`config.mk`:
```
export PLATFORM = sky130hd
export DESIGN_NAME = mqsb_ctrl
export DESIGN_NICKNAME = d
export VERILOG_FILES = /design/src/mqsb_pkg.sv /design/src/mqsb_ctrl.sv
export SDC_FILE = /design/constraint.sdc
export NUM_CORES = 1
export LEC_CHECK = 0
export ABC_AREA = 1
export BUFFER_PORTS_ARGS = -buffer_cell sky130_fd_sc_hd__buf_2
export CORE_AREA = 2 2 39 41
export DETAILED_ROUTE_END_ITERATION = 7
export DIE_AREA = 0 0 41 43
export PLACE_DENSITY = 0.32
export SLEW_MARGIN = 20
export SYNTH_ARGS = -nofsm -noshare
export SYNTH_HDL_FRONTEND = slang
export SYNTH_SLANG_ARGS = --single-unit
```
`constraint.sdc`:
```
create_clock -name clk -period 0.8 [get_ports clk]
set_input_delay 0.12 -clock clk [delete_from_list [all_inputs] [get_ports clk]]
set_output_delay 0.12 -clock clk [all_outputs]
set_load 0.05 [all_outputs]
```
`src/mqsb_pkg.sv`:
```
package mqsb_pkg;

  localparam int SLOTS  = 256;
  localparam int QUEUES = 8;

  localparam int SLOT_W = $clog2(SLOTS);
  // one more bit than a slot index, so that SLOTS itself serves as the null pointer
  localparam int PTR_W  = $clog2(SLOTS + 1);
  localparam int QIDX_W = (QUEUES > 1) ? $clog2(QUEUES) : 1;
  localparam int QID_W  = 3;
  localparam int DATA_W = 32;

  localparam logic [PTR_W-1:0] NIL = PTR_W'(SLOTS);

  localparam logic [1:0] MODE_PUSH = 2'd0;
  localparam logic [1:0] MODE_POP  = 2'd1;
  localparam logic [1:0] MODE_PEEK = 2'd2;

  localparam logic [1:0] ST_DONE  = 2'd0;
  localparam logic [1:0] ST_FULL  = 2'd1;
  localparam logic [1:0] ST_EMPTY = 2'd2;

  typedef enum logic [2:0] {
    S_IDLE,
    S_EXEC,
    S_FETCH,
    S_FILL,
    S_HOLD
  } state_t;

  typedef struct packed {
    logic accept;
    logic exec;
    logic fill;
    logic out_comb;
    logic hold_load;
    logic out_hold;
  } mqsb_cmd_t;

  typedef struct packed {
    logic need_fetch;
    logic out_free;
  } mqsb_sts_t;

endpackage

```
`src/mqsb_ctrl.sv`:
```
module mqsb_ctrl (
  input  logic               clk,
  input  logic               rst_n,
  input  logic               in_tvalid,
  output logic               in_tready,
  input  mqsb_pkg::mqsb_sts_t sts,
  output mqsb_pkg::mqsb_cmd_t cmd
);

  mqsb_pkg::state_t state_r, state_nxt;

  always_ff @(posedge clk) begin
    if (!rst_n) begin
      state_r <= mqsb_pkg::S_IDLE;
    end else begin
      state_r <= state_nxt;
    end
  end

  always_comb begin
    state_nxt = state_r;
    cmd       = '0;
    in_tready = 1'b0;
    case (state_r)
      mqsb_pkg::S_IDLE: begin
        in_tready = 1'b1;
        if (in_tvalid) begin
          cmd.accept = 1'b1;
          state_nxt  = mqsb_pkg::S_EXEC;
        end
      end
      mqsb_pkg::S_EXEC: begin
        cmd.exec = 1'b1;
        if (sts.need_fetch) begin
          state_nxt = mqsb_pkg::S_FETCH;
        end else if (sts.out_free) begin
          cmd.out_comb = 1'b1;
          state_nxt    = mqsb_pkg::S_IDLE;
        end else begin
          cmd.hold_load = 1'b1;
          state_nxt     = mqsb_pkg::S_HOLD;
        end
      end
      // new head is known only after the link read, so its data needs one more read
      mqsb_pkg::S_FETCH: begin
        state_nxt = mqsb_pkg::S_FILL;
      end
      mqsb_pkg::S_FILL: begin
        cmd.fill = 1'b1;
        if (sts.out_free) begin
          cmd.out_comb = 1'b1;
          state_nxt    = mqsb_pkg::S_IDLE;
        end else begin
          cmd.hold_load = 1'b1;
          state_nxt     = mqsb_pkg::S_HOLD;
        end
      end
      mqsb_pkg::S_HOLD: begin
        if (sts.out_free) begin
          cmd.out_hold = 1'b1;
          state_nxt    = mqsb_pkg::S_IDLE;
        end
      end
      default: begin
        state_nxt = mqsb_pkg::S_IDLE;
      end
    endcase
  end

endmodule

```
==> summary.txt, run 1 <==
Routing
  • Via-to-Cell Ratio: 3.58
  • DR iter-0 viols: 2
  • Pre-Repair DR Iteration Count: 2
  • Vias post-DR: 254
  • Post-route ant nets: 0
  • Final WL: 542 um
  • Residual DRC: 0
  • Routed len/inst: 7.63 um

Global route
  • Antenna violations before repair: 0
  • Vias in the first global route: 282
  • Largest net degree at the start of global routing: 5
  • Global-route wire length before repair: 1.00 mm
  • GR Overflow Total: 0
  • GRT Total Usage: 0.0872

STA
  • Final Hold Fails: 0
  • RSZ-0062 raised after global routing: yes
  • Fmax achieved: 832 MHz
  • Final period utilization: 1.50
  • Setup Viol. Count Final: 10
  • Hold_ws: 140 ps
  • Slew headroom: 0.857
  • Slew Viols, Final: 0
  • Tmin final: 1200 ps
  • Clock skew: 3.04 ps
  • Setup WS post-layout: -402 ps
  • Worst-Margin Slew: 213 ps

Critical path
  • WS Path Type: register to output pin
  • R2R Path End: state_r[1]
  • Critical-path top delay cell: dfxtp_2
  • CP required: 680 ps
  • Crit end category: output pin
  • Nature of the critical path startpoint: register
  • Crit-path most repeated cell: inv_2
  • R2R depth: 7
  • Biggest cell delay along the critical path: 320 ps
  • CP Buf/Inv Count: 4
  • Top delay family on crit path: buffers and inverters
  • Critical path fanouts, max: 3
  • Reg2Reg Setup Slack: -230 ps
  • Crit path DAT: 1080 ps
  • Reg-to-reg startpoint: state_r[2]
  • CP cell instances: inv_2, nand2_2, inv_2, nand3_4, clkinvlp_4, buf_8
  • Crit. Startpoint: state_r[2]

Final layout
  • Share of cells above drive strength 1: 0.800
  • Core Util, Final: 0.368
  • Largest Register: state_r
  • Cell Count, Final, Fillers Out: 71
  • Synthesis-to-layout area growth: 166%
  • Max FFs per register: 3
  • Commonest non-fill, non-tap cells in the layout: 6 x buf_6, 6 x buf_4
  • Diodes inserted: 0
  • Top flop regs: state_r: 3 flops
  • Filler Cells Inserted: 160
  • Nets@finish: 61

Min path
  • WHS Path Cells: 3
  • Hold Path End: state_r[0]
  • Worst min-delay path class: input pin to register
  • Min-delay src: rst_n

Clock tree
  • CTS tree: yes
  • Worst-Skew Late Latency: 230 ps
  • Clock Path Buffers: 2
  • Inserted Clock Buffers: 3
  • CTS root buf: clkbuf_4
  • Htree depth: 1
  • # clock sinks: 3
  • Worst-path clk slew: 40 ps

Yosys
  • Cells after Synth: 31
  • Post-synth cell types: 12
  • Mapped Area: 191 sq um
  • Sequential-to-total area share from yosys stat: 0.314
  • Synth Warn #: 0
  • Syn avg cell area: 6.18 sq um
  • Synthesized net count: 36
  • Yosys reg bits: 3

Floorplan
  • Core box area: 0.00138 sq mm
  • Die ar.: 0.00176 sq mm
  • # IOs: 12
  • Site row count: 14
  • Die W: 41 um
  • Die Ht: 43 um
  • Starting Density: 0.138

Power
  • Worst VDD drop: 0.709 mV
  • Pwr dens: 1720 mW/mm^2
  • P_leak: 0.220 nW

Run
  • Max cap viols: 0

Placed design
  • Detailed placement HPWL: 451 um
  • Placed cell count: 67
  • IO Port Bufs: 11
  • Worst slack at placement: -263 ps
  • GPL Wtd Cong: 0.687

Status
  • Failing checks: negative setup slack
  • Status: complete, but fails checks
[routing by layer]
metal / up-vias / wire length [um] / global-route usage
li1: 140 / - / -
met1: 107 / 231 / 0.105
met2: 7 / 281 / 0.122
met4: 0 / 0 / 0.0800
met3: 0 / 28 / 0.0157
met5: - / 0 / 0
[how the worst max path moves through the flow]
stage | end | slack (ps) | cells after the start
after floorplan | cmd[0] | -350 | 2
after global placement | cmd[5] | -260 | 4
after detailed placement | cmd[5] | -260 | 4
after CTS | cmd[2] | -420 | 6
after global routing | cmd[2] | -460 | 6
final | cmd[1] | -400 | 6
[through the flow]
step	setup TNS [ps]	area, sq um	total power, mW
global placement	-2240	393	0.526
CTS	-3450	505	0.893
finish	-3180	509	0.874
global route	-3840	509	0.938
floorplan	-1670	250	0.418
detailed placement	-2210	393	0.525
[worst register-to-register path, delay by kind of cell, from the launching register on]
kind | cells | cell delay (ps)
AO/OA/AOI/OAI | 1 | 110
buffers and inverters | 3 | 320
flip-flops | 1 | 320
AND/OR/NAND/NOR | 3 | 220
[synth_stat cells]
master / n / area share
dfxtp_1: 3 / 0.31
a21oi_2: 1 / 0.046
a21oi_1: 1 / 0.026
nand3_1: 3 / 0.078
inv_2: 1 / 0.020
inv_1: 7 / 0.14
nand2_1: 4 / 0.078
nor2_2: 1 / 0.033
nor4_1: 1 / 0.033
nor2_1: 6 / 0.12
nand2_2: 2 / 0.065
nand3_2: 1 / 0.052
[kinds of logic after synthesis]
group                  Yosys count  synth area share
AOI/OAI and AO/OA                2            0.0719
DFF                              3             0.314
buffers and inverters            8             0.157
and+or+nand+nor                 18             0.457
[repair_timing]
item	CTS	global route
setup endpoints to repair	10	10
hold buffers	0	0
buffers inserted	1	0
pin swaps	3	1
gates resized for setup	24	3
[final cells by class]
class / count / area, sq um / area share
inverters: 8 / 40.0 / 0.0786
repair buffers: 20 / 193 / 0.378
flip-flops and latches: 3 / 68.8 / 0.135
multi-input cells: 20 / 161 / 0.317
well taps: 16 / 20.0 / 0.0393
clock buffers: 4 / 26.3 / 0.0516
[report_power, final]
group | switching (mW) | internal, mW | total [mW]
logic | 0.239 | 0.184 | 0.423
registers | 0.0222 | 0.164 | 0.186
clock network | 0.0781 | 0.187 | 0.265
(Power assumes the default switching activity.)
==> run 2, diff against run 1 <==
==> constraint.sdc (replaced) <==
create_clock -name clk -period 0.8 [get_ports clk]
set_input_delay 0.08 -clock clk [delete_from_list [all_inputs] [get_ports clk]]
set_output_delay 0.08 -clock clk [all_outputs]
set_load 0.05 [all_outputs]
==> summary.txt, run 2 (synthesis gave the netlist of run 1 again) <==
Status
  • Status: complete, but fails checks (unchanged)
  • Failing checks: negative setup slack (unchanged)

Floorplan
  • Die ar.: 0.00176 sq mm (unchanged)
  • Core box area: 0.00138 sq mm (unchanged)
  • # IOs: 12 (unchanged)
  • Site row count: 14 (unchanged)
  • Starting Density: 0.138 (unchanged)
  • Die W: 41 um (unchanged)
  • Die Ht: 43 um (unchanged)

Routing
  • Post-route ant nets: 0 (unchanged)
  • Via-to-Cell Ratio: 3.80 (was 3.58)
  • DR iter-0 viols: 3 (was 2)
  • Routed len/inst: 7.97 um (was 7.63 um)
  • Residual DRC: 0 (unchanged)
  • Final WL: 558 um (was 542 um)
  • Pre-Repair DR Iteration Count: 2 (unchanged)
  • Vias post-DR: 266 (was 254)

STA
  • Setup Viol. Count Final: 10 (unchanged)
  • Slew Viols, Final: 0 (unchanged)
  • Slew headroom: 0.854 (was 0.857)
  • Fmax achieved: 859 MHz (was 832 MHz)
  • Tmin final: 1160 ps (was 1200 ps)
  • Final period utilization: 1.46 (was 1.50)
  • Final setup TNS: -2820 ps (was -3180 ps)
  • Setup WS post-layout: -364 ps (was -402 ps)
  • Worst-Margin Slew: 218 ps (was 213 ps)
  • Final Hold Fails: 0 (unchanged)
  • Clock skew: 2.15 ps (was 3.04 ps)
  • RSZ-0062 raised after global routing: yes (unchanged)

Power
  • Pwr dens: 1720 mW/mm^2 (about the same)
  • Seq pwr share: 0.216 (was 0.213)
  • Combinational share of power: 0.474 (was 0.484)
  • Worst VDD drop: 0.695 mV (was 0.709 mV)
  • Switch Pwr: 338 uW (was 339 uW)
  • Power share of the clock group: 0.310 (was 0.303)
  • P_leak: 0.212 nW (was 0.220 nW)
  • Internal power: 519 uW (was 535 uW)
  • Switching part of the total power: 0.394 (was 0.388)

Critical path
  • CP required: 720 ps (was 680 ps)
  • Critical path fanouts, max: 3 (unchanged)
  • Crit. Startpoint: state_r[2] (unchanged)
  • Worst setup path end: cmd[4] (was cmd[1])
  • Reg-to-reg startpoint: state_r[2] (unchanged)
  • Nature of the critical path startpoint: register (unchanged)
  • Crit path DAT: 1080 ps (about the same)
  • R2R depth: 6 (was 7)
  • Reg2Reg Setup Slack: -150 ps (was -230 ps)
  • WS Path Type: register to output pin (unchanged)
  • R2R Path End: state_r[1] (unchanged)
  • Crit end category: output pin (unchanged)

Final layout
  • Cell Count, Final, Fillers Out: 70 (was 71)
  • Share of cells above drive strength 1: 0.815 (was 0.800)
  • Diodes inserted: 0 (unchanged)
  • Nets@finish: 60 (was 61)
  • Synthesis-to-layout area growth: 160% (was 166%)
  • Max FFs per register: 3 (unchanged)
  • Commonest non-fill, non-tap cell in the layout: buf_6
  • Largest Register: state_r (unchanged)
  • Top flop regs: state_r: 3 flops (unchanged)
  • Commonest non-fill, non-tap cells in the layout: 8 x buf_6, 5 x nand2_2, 5 x buf_4 (was 6 x buf_6, 6 x buf_4)
  • Core Util, Final: 0.360 (was 0.368)

Global route
  • Largest net degree at the start of global routing: 5 (unchanged)
  • GR Overflow Total: 0 (unchanged)
  • Antenna violations before repair: 0 (unchanged)
  • Global-route wire length before repair: 931 um (was 1.00 mm)
  • GRT Total Usage: 0.0812 (was 0.0872)
  • Vias in the first global route: 255 (was 282)

Placed design
  • Placed cell count: 66 (was 67)
  • GPL Wtd Cong: 0.682 (was 0.687)
  • Detailed placement HPWL: 457 um (was 451 um)
  • IO Port Bufs: 11 (unchanged)

Clock tree
  • Worst-path clk slew: 40 ps (about the same)
  • CTS root buf: clkbuf_4 (unchanged)
  • CTS tree: yes (unchanged)
  • Inserted Clock Buffers: 3 (unchanged)
  • # clock sinks: 3 (unchanged)
  • Clock Path Buffers: 2 (unchanged)
  • Hold Buf Count CTS: 0 (unchanged)
  • Worst-Skew Late Latency: 230 ps (about the same)
  • Htree depth: 1 (unchanged)

Min path
  • Worst min-delay path class: input pin to register (unchanged)
  • WHS Path Cells: 3 (unchanged)

Run
  • Max cap viols: 0 (unchanged)
-- run 2: changes by cell type in the layout (fill, tap and decap cells not counted), sizes merged --
cell  change
buf       -1
-- run 2: per-stage QoR --
| step | worst slack [ps] | hold slack (ps) | area (sq um) | power [mW] |
|---|---|---|---|---|
| floorplan | -309 | 214 | 250 | 0.418 |
| global placement | -225 | 342 | 385 | 0.517 |
| detailed placement | -230 | 352 | 385 | 0.516 |
| CTS | -376 | 104 | 489 | 0.872 |
| global route | -415 | 135 | 498 | 0.919 |
| finish | -364 | 120 | 498 | 0.856 |
-- run 2: worst min path at each step --
stage                start         end  slack (ps)
floorplan           sts[1]  state_r[1]         210
global placement     rst_n  state_r[2]         340
detailed placement   rst_n  state_r[0]         350
CTS                  rst_n  state_r[0]         100
global route        sts[1]  state_r[1]         140
finish              sts[1]  state_r[1]         120
-- run 2: worst max-delay path, stage by stage, from the launching register on --
cell,delay [ps]
dfxtp_2,320
inv_2,80
nand2_2,70
buf_6,130
nor2_4,100
buf_8,150
-- run 2: final cells by class --
cell class	instances	area (sq um)
clock buffer	4	26.3
timing repair buffer	19	178
tap	16	20.0
fill	166	886
sequential	3	68.8
multi-input combinational	20	165
inverter	8	40.0
-- run 2: per-layer routing --
layer | up-vias | routed length, um | track usage | share of wire
met5 | - | 0 | 0 | 0
met4 | 0 | 0 | 0.0800 | 0
met3 | 0 | 33 | 0.0157 | 0.059
met2 | 7 | 306 | 0.109 | 0.55
met1 | 119 | 218 | 0.0994 | 0.39
li1 | 140 | - | - | -
-- run 2: power by group through the flow --
stage | Sequential [mW] | Clock, mW | Combinational [mW]
after floorplan | 0.185 | 0 | 0.234
after detailed placement | 0.184 | 0 | 0.332
final | 0.185 | 0.265 | 0.406
after global routing | 0.189 | 0.297 | 0.433
after global placement | 0.185 | 0 | 0.332
after CTS | 0.185 | 0.287 | 0.399
-- run 2: timing repair --
action / 4_1_cts / 5_1_grt
gates resized for setup: 21 / 5
setup endpoints to repair: 10 / 10
pin swaps: 5 / 2
cloned: 0 / 0
buffers inserted: 1 / 0
